**config.mk**
```make
export PLATFORM = sky130hd
export DESIGN_NAME = peak_current_theft_detector_top
export DESIGN_NICKNAME = d
export VERILOG_FILES = /design/src/hdl/pctd_pkg.sv /design/src/hdl/peak_current_theft_detector_top.sv /design/src/hdl/pctd_lane.sv /design/src/hdl/pctd_merge.sv
export SDC_FILE = /design/constraint.sdc
export NUM_CORES = 1
export LEC_CHECK = 0
export BUFFER_PORTS_ARGS = -buffer_cell sky130_fd_sc_hd__buf_2
export CORE_ASPECT_RATIO = 0.8
export CORE_MARGIN = 4
export CORE_UTILIZATION = 67
export DETAILED_ROUTE_END_ITERATION = 6
export HOLD_SLACK_MARGIN = 0.12
export PLACE_DENSITY_LB_ADDON = 0.15
export SYNTH_ARGS = -nofsm -noshare
export SYNTH_HDL_FRONTEND = slang
export SYNTH_SLANG_ARGS = --single-unit
```
**constraint.sdc**
```tcl
create_clock -name clk -period 15.1 [get_ports clk]
set_input_delay 1.51 -clock clk [delete_from_list [all_inputs] [get_ports clk]]
set_output_delay 1.51 -clock clk [all_outputs]
set_load 0.01 [all_outputs]
```
**src/hdl/pctd_pkg.sv**
```systemverilog
// ----------------------------------------------------------------------------
// pctd_pkg
// Shared widths, constants and register indexes of the peak current theft
// detector.
// ----------------------------------------------------------------------------
package pctd_pkg;

    localparam int IN_W        = 10;   // raw sample field width
    localparam int CUR_W       = 11;   // signed current width
    localparam int LOSS_W      = 15;   // signed loss percent width
    localparam int CNT_W       = 10;   // window counter width
    localparam int CFG_W       = 10;   // widest register
    localparam int CFG_IDX_W   = 2;
    localparam int RATIO_W     = 8;
    localparam int SAMPLE_BITS_DEF = 10;

    localparam int IN_TDATA_W  = 24;   // 2 x 10 bits, padded to bytes
    localparam int OUT_TDATA_W = 40;   // 11+11+1+15+1 bits, padded to bytes

    // divider: |(sc-lc)*100| fits 18 bits, |sc| fits 10 bits
    localparam int NUM_W       = 18;
    localparam int DEN_W       = 10;
    localparam int STEP_W      = $clog2(NUM_W);

    localparam int CUR_MAX     = 1023;
    localparam int LOSS_MAX    = 9999;
    localparam int PCT_SCALE   = 100;

    localparam logic [CFG_IDX_W-1:0] REG_WINDOW_LENGTH = 2'd0;
    localparam logic [CFG_IDX_W-1:0] REG_ZERO_OFFSET   = 2'd1;
    localparam logic [CFG_IDX_W-1:0] REG_THEFT_RATIO   = 2'd2;

    localparam logic [CNT_W-1:0]   WINDOW_LENGTH_RST = 10'd200;
    localparam logic [IN_W-1:0]    ZERO_OFFSET_RST   = 10'd486;
    localparam logic [RATIO_W-1:0] THEFT_RATIO_RST   = 8'd103;

endpackage

```
**src/hdl/peak_current_theft_detector_top.sv**
```systemverilog
// ----------------------------------------------------------------------------
// peak_current_theft_detector_top
// Windowed peak detector for a supply and a load current sensor with theft
// flag and loss percentage per window.
// ----------------------------------------------------------------------------
// Usage:
//   Sample pairs enter on s_axis, one item per cycle while s_axis_tready is
//   high. Each item updates the supply and load peaks held in two lanes.
//   The item that closes a window (window_length pairs; a length of 0 acts
//   as 1) starts the merge stage, and one result item leaves on m_axis:
//   the currents are captured with the closing item, then the PREP state
//   forms the products, the DIV state runs the bit-serial divider for the
//   loss percent and the HOLD state loads the output register.
//   s_axis_tready is low from the window-closing item until the result has
//   been loaded into the output register. Pairs of the next window are
//   taken while the result waits on a stalled m_axis; if that window also
//   closes first, the block holds its finished result and input until the
//   output frees.
//   Reset clears the peaks, the window counter and the output valid, and
//   sets the registers to window 200, offset 486, ratio 103 percent.
//   Registers are written through cfg_wr_en / cfg_index / cfg_wr_data;
//   the user must write them only while the block is idle, as the block
//   does not enforce it; index 3 is ignored.
// ----------------------------------------------------------------------------
module peak_current_theft_detector_top #(
    parameter int SAMPLE_BITS = pctd_pkg::SAMPLE_BITS_DEF
) (
    input  logic                                clk,
    input  logic                                rst_n,
    input  logic                                cfg_wr_en,
    input  logic [pctd_pkg::CFG_IDX_W-1:0]      cfg_index,
    input  logic [pctd_pkg::CFG_W-1:0]          cfg_wr_data,
    input  logic                                s_axis_tvalid,
    output logic                                s_axis_tready,
    // [9:0] supply_sample, [19:10] load_sample, [23:20] zero
    input  logic [pctd_pkg::IN_TDATA_W-1:0]     s_axis_tdata,
    output logic                                m_axis_tvalid,
    input  logic                                m_axis_tready,
    // [10:0] supply_current, [21:11] load_current, [22] theft_detected,
    // [37:23] loss_percent, [38] divide_by_zero, [39] zero
    output logic [pctd_pkg::OUT_TDATA_W-1:0]    m_axis_tdata
);

    logic [pctd_pkg::CNT_W-1:0]         window_length_reg;
    logic [pctd_pkg::IN_W-1:0]          zero_offset_reg;
    logic [pctd_pkg::RATIO_W-1:0]       theft_ratio_reg;
    logic [pctd_pkg::CNT_W-1:0]         count_reg;
    logic [pctd_pkg::CNT_W-1:0]         count_next;

    logic                               accept;
    logic                               win_end;
    logic                               merge_idle;
    logic signed [pctd_pkg::CUR_W-1:0]  supply_current;
    logic signed [pctd_pkg::CUR_W-1:0]  load_current;

    assign s_axis_tready = merge_idle;
    assign accept        = s_axis_tvalid && s_axis_tready;
    assign count_next    = count_reg + 1'b1;
    // end the window on counter wrap or once the length is reached
    assign win_end       = accept && ((count_next == '0) ||
                                      (count_next >= window_length_reg));

    always_ff @(posedge clk or negedge rst_n)
    begin
        if (!rst_n)
        begin
            window_length_reg <= pctd_pkg::WINDOW_LENGTH_RST;
            zero_offset_reg   <= pctd_pkg::ZERO_OFFSET_RST;
            theft_ratio_reg   <= pctd_pkg::THEFT_RATIO_RST;
        end
        else if (cfg_wr_en)
        begin
            unique case (cfg_index)
                pctd_pkg::REG_WINDOW_LENGTH: window_length_reg <= cfg_wr_data;
                pctd_pkg::REG_ZERO_OFFSET:   zero_offset_reg   <= cfg_wr_data;
                pctd_pkg::REG_THEFT_RATIO:
                    theft_ratio_reg <= cfg_wr_data[pctd_pkg::RATIO_W-1:0];
                default:
                begin
                end
            endcase
        end
    end

    always_ff @(posedge clk or negedge rst_n)
    begin
        if (!rst_n)
            count_reg <= '0;
        else if (accept)
            count_reg <= win_end ? '0 : count_next;
    end

    pctd_lane #(
        .SAMPLE_BITS (SAMPLE_BITS)
    ) u_supply_lane (
        .clk         (clk),
        .rst_n       (rst_n),
        .accept      (accept),
        .win_end     (win_end),
        .sample      (s_axis_tdata[pctd_pkg::IN_W-1:0]),
        .zero_offset (zero_offset_reg),
        .current     (supply_current)
    );

    pctd_lane #(
        .SAMPLE_BITS (SAMPLE_BITS)
    ) u_load_lane (
        .clk         (clk),
        .rst_n       (rst_n),
        .accept      (accept),
        .win_end     (win_end),
        .sample      (s_axis_tdata[2*pctd_pkg::IN_W-1:pctd_pkg::IN_W]),
        .zero_offset (zero_offset_reg),
        .current     (load_current)
    );

    pctd_merge u_merge (
        .clk            (clk),
        .rst_n          (rst_n),
        .start          (win_end),
        .supply_current (supply_current),
        .load_current   (load_current),
        .theft_ratio    (theft_ratio_reg),
        .idle           (merge_idle),
        .m_axis_tvalid  (m_axis_tvalid),
        .m_axis_tready  (m_axis_tready),
        .m_axis_tdata   (m_axis_tdata)
    );

endmodule

```
**src/hdl/pctd_lane.sv**
```systemverilog
// ----------------------------------------------------------------------------
// pctd_lane
// One sensor channel: peak hold over the window and offset removal with
// clamping to the signed current range.
// ----------------------------------------------------------------------------
module pctd_lane #(
    parameter int SAMPLE_BITS = pctd_pkg::SAMPLE_BITS_DEF
) (
    input  logic                              clk,
    input  logic                              rst_n,
    input  logic                              accept,
    input  logic                              win_end,
    input  logic [pctd_pkg::IN_W-1:0]         sample,
    input  logic [pctd_pkg::IN_W-1:0]         zero_offset,
    output logic signed [pctd_pkg::CUR_W-1:0] current
);

    localparam int DW = (SAMPLE_BITS + 2 > 12) ? SAMPLE_BITS + 2 : 12;

    logic [SAMPLE_BITS-1:0] peak_reg;
    logic [SAMPLE_BITS-1:0] peak_next;
    logic [SAMPLE_BITS-1:0] samp;
    logic signed [DW-1:0]   diff;

    assign samp      = SAMPLE_BITS'(sample);
    assign peak_next = (samp > peak_reg) ? samp : peak_reg;

    assign diff = $signed(DW'(peak_next)) - $signed(DW'(zero_offset));

    always_comb
    begin
        if (diff > $signed(DW'(pctd_pkg::CUR_MAX)))
            current = pctd_pkg::CUR_W'(pctd_pkg::CUR_MAX);
        else if (diff < -$signed(DW'(pctd_pkg::CUR_MAX)))
            current = -pctd_pkg::CUR_W'(pctd_pkg::CUR_MAX);
        else
            current = diff[pctd_pkg::CUR_W-1:0];
    end

    always_ff @(posedge clk or negedge rst_n)
    begin
        if (!rst_n)
            peak_reg <= '0;
        else if (accept)
            peak_reg <= win_end ? '0 : peak_next;
    end

endmodule

```
**src/hdl/pctd_merge.sv**
```systemverilog
// ----------------------------------------------------------------------------
// pctd_merge
// Merge stage: theft compare, loss percent through a bit-serial divider,
// and the output register.
// ----------------------------------------------------------------------------
module pctd_merge (
    input  logic                                  clk,
    input  logic                                  rst_n,
    input  logic                                  start,
    input  logic signed [pctd_pkg::CUR_W-1:0]     supply_current,
    input  logic signed [pctd_pkg::CUR_W-1:0]     load_current,
    input  logic [pctd_pkg::RATIO_W-1:0]          theft_ratio,
    output logic                                  idle,
    output logic                                  m_axis_tvalid,
    input  logic                                  m_axis_tready,
    output logic [pctd_pkg::OUT_TDATA_W-1:0]      m_axis_tdata
);

    localparam int TW = 20;   // theft product width
    localparam int PW = pctd_pkg::NUM_W + 1;

    typedef enum logic [1:0] {
        ST_IDLE,
        ST_PREP,
        ST_DIV,
        ST_HOLD
    } state_t;

    state_t                              state_reg;
    logic signed [pctd_pkg::CUR_W-1:0]   sc_reg;
    logic signed [pctd_pkg::CUR_W-1:0]   lc_reg;
    logic                                theft_reg;
    logic                                dz_reg;
    logic                                neg_reg;
    logic [pctd_pkg::DEN_W-1:0]          den_reg;
    logic [pctd_pkg::DEN_W-1:0]          rem_reg;
    logic [pctd_pkg::NUM_W-1:0]          qsh_reg;
    logic [pctd_pkg::STEP_W-1:0]         step_reg;
    logic                                out_valid_reg;
    logic [pctd_pkg::OUT_TDATA_W-1:0]    out_data_reg;

    logic signed [TW-1:0]                 theft_s;
    logic signed [TW-1:0]                 theft_l;
    logic signed [pctd_pkg::CUR_W:0]      diff;
    logic signed [PW-1:0]                 prod;
    logic [PW-1:0]                        prod_abs;
    logic [pctd_pkg::CUR_W-1:0]           sc_abs;
    logic [pctd_pkg::DEN_W:0]             trial;
    logic                                 qbit;
    logic [pctd_pkg::DEN_W-1:0]           rem_step;
    logic [pctd_pkg::NUM_W-1:0]           q_sat;
    logic signed [pctd_pkg::LOSS_W-1:0]   loss;
    logic [pctd_pkg::OUT_TDATA_W-1:0]     result;
    logic                                 load_out;

    // theft and numerator products from the captured currents
    assign theft_s  = TW'(sc_reg) * $signed(TW'(pctd_pkg::PCT_SCALE));
    assign theft_l  = TW'(lc_reg) * $signed(TW'({1'b0, theft_ratio}));
    assign diff     = (pctd_pkg::CUR_W + 1)'(sc_reg) - (pctd_pkg::CUR_W + 1)'(lc_reg);
    assign prod     = PW'(diff) * $signed(PW'(pctd_pkg::PCT_SCALE));
    assign prod_abs = prod[PW-1] ? PW'(-prod) : PW'(prod);
    assign sc_abs   = sc_reg[pctd_pkg::CUR_W-1] ? pctd_pkg::CUR_W'(-sc_reg)
                                                : pctd_pkg::CUR_W'(sc_reg);

    // one restoring division step
    assign trial    = {rem_reg, qsh_reg[pctd_pkg::NUM_W-1]};
    assign qbit     = (trial >= {1'b0, den_reg});
    assign rem_step = qbit ? pctd_pkg::DEN_W'(trial - {1'b0, den_reg})
                           : trial[pctd_pkg::DEN_W-1:0];

    // saturate the magnitude, then apply the sign
    always_comb
    begin
        if (qsh_reg > pctd_pkg::NUM_W'(pctd_pkg::LOSS_MAX))
            q_sat = pctd_pkg::NUM_W'(pctd_pkg::LOSS_MAX);
        else
            q_sat = qsh_reg;
        if (dz_reg)
            loss = '0;
        else if (neg_reg)
            loss = -$signed(pctd_pkg::LOSS_W'(q_sat));
        else
            loss = $signed(pctd_pkg::LOSS_W'(q_sat));
    end

    assign result = {1'b0, dz_reg, loss, theft_reg, lc_reg, sc_reg};

    // load once the output register is free
    assign load_out = (state_reg == ST_HOLD) && (!out_valid_reg || m_axis_tready);

    always_ff @(posedge clk or negedge rst_n)
    begin
        if (!rst_n)
        begin
            state_reg     <= ST_IDLE;
            out_valid_reg <= 1'b0;
            out_data_reg  <= '0;
        end
        else
        begin
            if (load_out)
            begin
                out_valid_reg <= 1'b1;
                out_data_reg  <= result;
            end
            else if (m_axis_tready)
                out_valid_reg <= 1'b0;
            unique case (state_reg)
                ST_IDLE:
                begin
                    if (start)
                        state_reg <= ST_PREP;
                end
                ST_PREP:
                begin
                    state_reg <= ST_DIV;
                end
                ST_DIV:
                begin
                    if (step_reg == '0)
                        state_reg <= ST_HOLD;
                end
                ST_HOLD:
                begin
                    if (load_out)
                        state_reg <= ST_IDLE;
                end
                default:
                begin
                    state_reg <= ST_IDLE;
                end
            endcase
        end
    end

    always_ff @(posedge clk)
    begin
        unique case (state_reg)
            ST_IDLE:
            begin
                if (start)
                begin
                    sc_reg <= supply_current;
                    lc_reg <= load_current;
                end
            end
            ST_PREP:
            begin
                theft_reg <= (theft_s > theft_l);
                dz_reg    <= (sc_reg == '0);
                neg_reg   <= prod[PW-1] ^ sc_reg[pctd_pkg::CUR_W-1];
                den_reg   <= sc_abs[pctd_pkg::DEN_W-1:0];
                rem_reg   <= '0;
                qsh_reg   <= prod_abs[pctd_pkg::NUM_W-1:0];
                step_reg  <= pctd_pkg::STEP_W'(pctd_pkg::NUM_W - 1);
            end
            ST_DIV:
            begin
                rem_reg  <= rem_step;
                qsh_reg  <= {qsh_reg[pctd_pkg::NUM_W-2:0], qbit};
                step_reg <= step_reg - 1'b1;
            end
            ST_HOLD:
            begin
            end
            default:
            begin
            end
        endcase
    end

    assign idle          = (state_reg == ST_IDLE);
    assign m_axis_tvalid = out_valid_reg;
    assign m_axis_tdata  = out_data_reg;

endmodule

```
==> results of run 1 <==
## per-stage QoR
stage	instance area (um^2)	setup slack, ns
2_1_floorplan	16500	9.07
3_3_place_gp	17100	8.62
3_5_place_dp	17100	8.49
4_1_cts	17800	8.43
5_1_grt	17800	7.98
6_report	17800	8.41
## worst paths after layout
check | from | endpoint | slack [ns]
worst max-delay path | u_merge.lc_reg[2] | u_merge.qsh_reg[9] | 8.41
worst min-delay path | u_merge.m_axis_tdata[16] | u_merge.m_axis_tdata[16] | 0.48
worst max register to register | u_merge.lc_reg[2] | u_merge.qsh_reg[9] | 8.41
worst min register to register | u_merge.m_axis_tdata[16] | u_merge.m_axis_tdata[16] | 0.48
max in group asynchronous | rst_n | zero_offset_reg[2] | 12.84
min in group asynchronous | rst_n | u_merge.m_axis_tdata[35] | 1.16
## kinds of logic after synthesis
kind of cell / Yosys count / share of synthesized area [%]
adder cells (fa/ha/maj): 315 / 28.2
XOR/XNOR: 87 / 4.62
multiplexers: 51 / 3.36
buffers and inverters: 342 / 7.98
AO/OA/AOI/OAI: 341 / 13.9
other: 1 / 0.0228
flip-flops: 168 / 27.7
AND/OR/NAND/NOR: 467 / 14.2
## worst min-delay path, cell delays in order, from the launching register on
cell     delay (ns)
dfrtp_1        0.34
nand2_1        0.04
o21ai_0        0.06
## routing by layer
metal	track usage, %	wire, um
met1	38.6	16800
met2	44.6	17100
met3	4.52	2000
met4	7.86	724
met5	0	0
## layout make-up
class	count	area, um^2	share of cell area [%]
clock buffers	21	503	2.83
clock inverters	11	126	0.712
inverters	292	1100	6.17
multi-input cells	1262	10600	59.9
flip-flops and latches	168	4560	25.7
well taps	318	398	2.24
repair buffers	84	440	2.48
## placed cells by master, fill, tap and decap left out, types with 48 or more instances in the layout
cell type	netlist	final
a21oi_1	48	48
buf_2	5	76
fa_1	95	95
nor2_1	77	76
ha_1	220	220
edfxtp_1	68	68
and2_1	59	59
inv_1	290	290
xnor2_1	64	64
o21ai_0	116	116
dfrtp_1	86	86
nand2_1	154	153
==> flow_metrics.tcl, run 1 <==
set metrics [dict create \
    crit_family "compound AO/OA/AOI/OAI gates" \
    synth_edf_count 68 \
    area_growth_pct 7.71 \
    fin_skew_ns 0.00894 \
    synth.yosys.warnings 0 \
    num-fill-cells 1814 \
    end_kind "register" \
    postCtsResizedCells 0 \
    diodes 0 \
    gp_congestion 0.929 \
    holdBufCountCts 0 \
    first_global_vias 12700 \
    grt_overflow 0 \
    final_max_slew_viol_count 0 \
    antenna_left 0 \
    ys_ff_latch 168 \
    die_area_mm2 0.0272 \
    dp_hpwl_um 28600 \
    placementRows 51 \
    crit_buf_inv 3 \
    routed_wl_um 36600 \
    fp.dieH_um 148 \
    setup_viol 0 \
    yosys.area.top_type_share_pct 16.7 \
    final_net_count 2181 \
    worstPathArrival_ns 7.01 \
    finalHoldViolCount 0 \
    start_util_pct 68.0 \
    numPlacedInstances 2124 \
    initialDrtViolationCount 881 \
    max_slew_margin_pct 16.7 \
    fin_crit_sh_pct 44.3 \
    path_cells "inv_1, ha_1, nor2b_1, o21a_1, o211ai_1, a31oi_1, o311ai_0, inv_1, fa_1, inv_1, ha_1, ha_1, o21ai_0, nor3_1, o32ai_2, a311oi_2, nor2_1, or4_1, nand3_1" \
    drive_above_1_share_pct 10.8 \
    numCtsBuffers 17 \
    cts.clk_slew.worst_paths_ns 0.07 \
    avgSynthCellArea_um2 9.30 \
    tightestPinTransition_ns 1.25 \
    syn_area_mm2 0.0165 \
    grt_max_degree 72 \
    ys_top_cells_by_area "ha_1 (17%), dfrtp_1 (13%), edfxtp_1 (12%), fa_1 (12%), inv_1 (6.6%)" \
    cp_slowest_cell "a311oi_2" \
    clk_latency_ns 0.44 \
    clockBufferDepth 2 \
    fmax_ghz 0.149 \
    setup_tns_ns 0 \
    grt_antenna_before_repair 0 \
    ys_seq_area_share_pct 27.7 \
    largest_reg_flops 39 \
    cts_tree "done" \
    slowest_delay_ns 0.79 \
    cts_htree_levels 4 \
    min_path_cells 2 \
    fin_cells 2156 \
    firstDrtPassIters 7 \
    die-width_um 183 \
    cp.required_ns 15.42 \
    ys_async_sr_fraction_pct 59.5 \
    cp_max_fo 12 \
    num_vias 12600 \
    fin_util_pct 73.2 \
    min_period_ns 6.69 \
    synth_top_area_cell "ha_1" \
    via_per_inst 5.85 \
    grt_pass1_wl_um 61100 \
    worstRegToRegCells 19 \
    ys_types 84 \
    status "complete, no violations" \
    route.detailed.drc 0 \
    cp-start-kind "register" \
    rsz0062_at_grt "false" \
    ioPinCount 83 \
    min_path_type "register to register" \
    cts_sinks 168 \
    core-area_mm2 0.0242 \
    path_depth 19 \
    wl_per_cell_um 17.0 \
    clockRootBuffer "clkbuf_16" \
    synth_flop_cell "dfrtp_1" \
    cts_setup_buffers 0 \
    maxCapViolCount 0 \
    synthCells 1772 \
    yosysMostFrequentCell "inv_1" \
    crit_type "register to register" \
    synth_nets 2128 \
    fin_hold_ws_ns 0.481 \
    gr-usage-all-layers_pct 27.5 \
    io_buffers 77 \
    ys_top_cells_by_count "inv_1 (290), ha_1 (220), nand2_1 (154)" \
]
Power of run 1 is not shown: default switching activity piles up to over one toggle a cycle in this logic, so the estimate is an artifact.
==> run 2, diff against run 1 <==
CORE_UTILIZATION = 64   (was 67)
clock period = 6.8 ns   (was 15.1 ns; I/O delays follow)
==> flow_metrics.tcl, run 2 (synthesis results as in run 1) <==
set metrics [dict create \
    postPlaceCellArea_mm2 0.0172 \
    initialDrtViolationCount 775 \
    gr-usage-all-layers_pct 26.1 \
    ioPinCount 83 \
    routed_wl_um 36300 \
    clockBufferDepth 2 \
    first_global_vias 12300 \
    placementRows 52 \
    fin_skew_ns 0.0144 \
    finalHoldViolCount 0 \
    final_max_slew_viol_count 0 \
    num-fill-cells 1959 \
    area_growth_pct 7.88 \
    clk_latency_ns 0.45 \
    grt_antenna_before_repair 0 \
    path_cells "nand2_1, fa_1, inv_1, fa_1, inv_1, fa_1, fa_1, inv_1, ha_1, nand2_1, o21ai_0, o41ai_2, o21ai_0, o41ai_2, buf_4, o2111ai_1, a21oi_1, xnor2_1, ha_1, nand4_1, nor3_1, a21oi_1, o21ai_0, a21oi_1" \
    min_path_type "input pin to asynchronous set/reset pin" \
    drive_above_1_share_pct 11.3 \
    layout_common_cells "inv_1 (290), ha_1 (220), nand2_1 (153), o21ai_0 (116), fa_1 (95)" \
    cts_tree "done" \
    fp.dieH_um 152 \
    final_net_count 2189 \
    tightestPinTransition_ns 1.19 \
    dp_hpwl_um 28400 \
    largest_reg_flops 39 \
    max_slew_margin_pct 20.8 \
    grt_pass1_wl_um 60600 \
    num_vias 12400 \
    fin_crit_sh_pct 95.6 \
    end_kind "register" \
    grt_max_degree 72 \
    cts_htree_levels 4 \
    maxCapViolCount 0 \
    worstPathArrival_ns 6.67 \
    core-area_mm2 0.0253 \
    min_period_ns 6.50 \
    setup_tns_ns 0 \
    numCtsBuffers 17 \
    io_buffers 77 \
    status "complete, no violations" \
    cts_sinks 168 \
    cp_slowest_cell "dfstp_2" \
    diodes 0 \
    start_util_pct 65.1 \
    die_area_mm2 0.0284 \
    gp_congestion 0.902 \
    crit_buf_inv 4 \
    cp_max_fo 12 \
    via_per_inst 5.71 \
    fmax_ghz 0.154 \
    cp.required_ns 6.97 \
    clockRootBuffer "clkbuf_16" \
    cts.clk_slew.worst_paths_ns 0.08 \
    die-width_um 187 \
    setup_viol 0 \
    preCtsSetupSlack_ns 0.320 \
    antenna_left 0 \
    crit_path_frequent_cell "fa_1" \
    cp-start-kind "register" \
    layout_commonest_cell "inv_1" \
    layout_setup_ws_ns 0.300 \
    crit_type "register to register" \
    grt_overflow 0 \
    slowest_delay_ns 0.67 \
    route.detailed.drc 0 \
    wl_per_cell_um 16.7 \
    design_area_mm2 0.0178 \
    firstDrtPassIters 6 \
    crit_family "adder cells" \
]
## run 2: cell types whose count changed in the layout (fill, tap and decap cells not counted), sizes merged
cell,before,now
bufinv,1,0
clkinv,5,4
buf,84,92
clkinvlp,1,0
clkbuf,21,18
inv,296,302
## run 2: worst paths after layout
kind | start | endpoint | slack, ns | depth (start not counted)
setup / recovery | theft_ratio_reg[2] | u_merge.theft_reg | 0.30 | 24
hold / removal | rst_n | u_merge.m_axis_tdata[18] | 0.21 | 1
setup reg to reg | theft_ratio_reg[2] | u_merge.theft_reg | 0.30 | 24
hold reg to reg | u_merge.m_axis_tdata[28] | u_merge.m_axis_tdata[28] | 0.48 | 2
max in group asynchronous | rst_n | theft_ratio_reg[7] | 5.34 | 2
min in group clk | cfg_wr_data[9] | window_length_reg[9] | 0.47 | 3
## run 2: worst register-to-register path, stage by stage (launching register included)
cell,delay (ns)
dfstp_2,0.67
nand2_1,0.12
fa_1,0.54
inv_1,0.05
fa_1,0.50
inv_1,0.06
fa_1,0.46
fa_1,0.55
inv_1,0.04
ha_1,0.33
nand2_1,0.08
o21ai_0,0.16
o41ai_2,0.27
o21ai_0,0.24
o41ai_2,0.30
buf_4,0.19
o2111ai_1,0.11
a21oi_1,0.20
xnor2_1,0.13
ha_1,0.33
nand4_1,0.13
nor3_1,0.34
a21oi_1,0.15
o21ai_0,0.18
a21oi_1,0.10
## run 2: repair_timing
action                     CTS  global route
setup endpoints to repair    0             1
hold buffers                 0             0
gates resized for setup      0             2
setup buffers                0             1
## run 2: final cells by class
cell class	count	area, um^2	area share, %
multi-input combinational	1262	10600	59.9
tap	324	405	2.28
clock buffer	18	450	2.53
sequential	168	4560	25.7
inverter	292	1100	6.16
timing repair buffer	92	500	2.81
clock inverter	14	124	0.697
## run 2: per-stage QoR
stage               instances  utilization [%]  hold slack (ns)
floorplan                1772                -            0.384
global placement         2137             67.9            0.457
detailed placement       2137             67.9            0.462
CTS                      2169             70.2            0.221
global route             2170             70.3            0.249
finish                   2170             70.3            0.211
## run 2: routing by layer
layer  wire length, um  global-route usage (%)  vias to the layer above
met2             16800                    43.6                      282
met5                 0                       0                        -
met4               646                    6.75                        0
met3              1610                    3.57                       44
li1                  -                       -                     6146
met1             17200                    36.6                     5912
Power of run 2 is left out for the same reason.
==> run 3, diff against run 2 <==
CORE_UTILIZATION = 46   (was 64)
==> flow_metrics.tcl, run 3 (synthesis results as in run 1) <==
set metrics [dict create \
    grt_overflow 0 \
    grt_max_degree 72 \
    status "complete, no violations" \
    grt_pass1_wl_um 61300 \
    clk_latency_ns 0.44 \
    cts_sinks 168 \
    start_util_pct 47.0 \
    fin_skew_ns 0.00992 \
    final_net_count 2191 \
    design_area_mm2 0.0180 \
    postPlaceCellArea_mm2 0.0174 \
    clockBufferDepth 2 \
    num_vias 12200 \
    antenna_left 0 \
    cts_tree "done" \
    setup_tns_ns 0 \
    fmax_ghz 0.157 \
    layout_common_cells "inv_1 (290), ha_1 (220), nand2_1 (153), o21ai_0 (116), fa_1 (95)" \
    final_max_slew_viol_count 0 \
    cp_max_fo 12 \
    ioPinCount 83 \
    fp.dieH_um 177 \
    cp.required_ns 7.03 \
    io_buffers 77 \
    initialDrtViolationCount 702 \
    holdBufCountCts 0 \
    diodes 0 \
    numCtsBuffers 17 \
    first_global_vias 12100 \
    worstPathArrival_ns 6.60 \
    routed_wl_um 36700 \
    firstDrtPassIters 5 \
    cts.clk_slew.worst_paths_ns 0.07 \
    wl_per_cell_um 15.8 \
    ff2ff_setup_slack_ns 0.43 \
    clockRootBuffer "clkbuf_16" \
    min_path_type "input pin to asynchronous set/reset pin" \
    num-fill-cells 3253 \
    worstRegToRegCells 23 \
    layout_setup_ws_ns 0.427 \
    layout_commonest_cell "inv_1" \
    die_area_mm2 0.0389 \
    core-area_mm2 0.0350 \
    drive_above_1_share_pct 11.3 \
    gp_congestion 0.865 \
    startpoint "theft_ratio_reg[2]" \
    area_growth_pct 9.17 \
    min_period_ns 6.37 \
    cp-start-kind "register" \
    finalHoldViolCount 0 \
    setup_viol 0 \
    tightestPinTransition_ns 1.16 \
    placementRows 61 \
    max_slew_margin_pct 22.4 \
    fin_crit_sh_pct 93.7 \
    rsz0062_at_grt "false" \
    end_kind "register" \
    gr-usage-all-layers_pct 19.5 \
    preCtsSetupSlack_ns 0.385 \
    route.detailed.drc 0 \
    maxCapViolCount 0 \
    cts_htree_levels 4 \
    via_per_inst 5.24 \
    crit_type "register to register" \
    reg2reg_from "theft_ratio_reg[2]" \
    grt_antenna_before_repair 1 \
    dp_hpwl_um 29700 \
    largest_reg_flops 39 \
    die-width_um 220 \
]
==> run 3: cell type report <==
| type | count | area (um^2) | share of cell area (%) |
|---|---|---|---|
| Sequential cell | 168 | 4560 | 25.4 |
| Tap cell | 472 | 591 | 3.28 |
| Timing Repair Buffer | 94 | 515 | 2.86 |
| Inverter | 292 | 1100 | 6.09 |
| Multi-Input combinational cell | 1262 | 10600 | 59.1 |
| Clock inverter | 14 | 165 | 0.918 |
| Clock buffer | 18 | 429 | 2.39 |
==> run 3: final timing paths <==
kind,endpoint
worst min register to register,u_merge.m_axis_tdata[27]
worst max-delay path,u_merge.theft_reg
worst min-delay path,u_merge.m_axis_tdata[34]
max in group asynchronous,u_load_lane.peak_reg[2]
worst max register to register,u_merge.theft_reg
min in group clk,u_merge.m_axis_tdata[27]
==> run 3: metrics by stage <==
stage / instances / hold WS [ns] / util [%]
after global placement: 2287 / 0.456 / 49.6
final: 2320 / 0.208 / 51.4
after CTS: 2319 / 0.215 / 51.3
after floorplan: 1772 / 0.384 / -
after detailed placement: 2287 / 0.458 / 49.6
after global routing: 2320 / 0.238 / 51.4
==> run 3: per-layer routing <==
layer | vias up | part of all wire (%) | global-route usage [%]
met5 | - | 0 | 0
met2 | 186 | 44 | 30.4
met4 | 0 | 1.3 | 3.90
li1 | 6141 | - | -
met1 | 5795 | 51 | 28.9
met3 | 30 | 3.6 | 3.15
==> run 3: critical path, cell delays in order (launching register included) <==
cell and delay, ns:
dfstp_2 0.67, nand2_1 0.12, fa_1 0.54, inv_1 0.05, fa_1 0.49, inv_1 0.05
fa_1 0.46, fa_1 0.54, inv_1 0.04, ha_1 0.32, nand2_1 0.08, o21ai_0 0.16
o41ai_2 0.28, o21ai_0 0.18, o41ai_1 0.29, buf_4 0.19, o2111ai_1 0.12, a21oi_1 0.18
xnor2_1 0.12, ha_1 0.33, nand4_1 0.11, or3_1 0.37, and4b_1 0.19, a21oi_1 0.28
==> run 3: what timing repair did <==
item	4_1_cts	5_1_grt
gates resized for setup	0	1
buffers inserted	0	1
endpoints found under the setup margin	0	1
Power of run 3 is left out for the same reason.
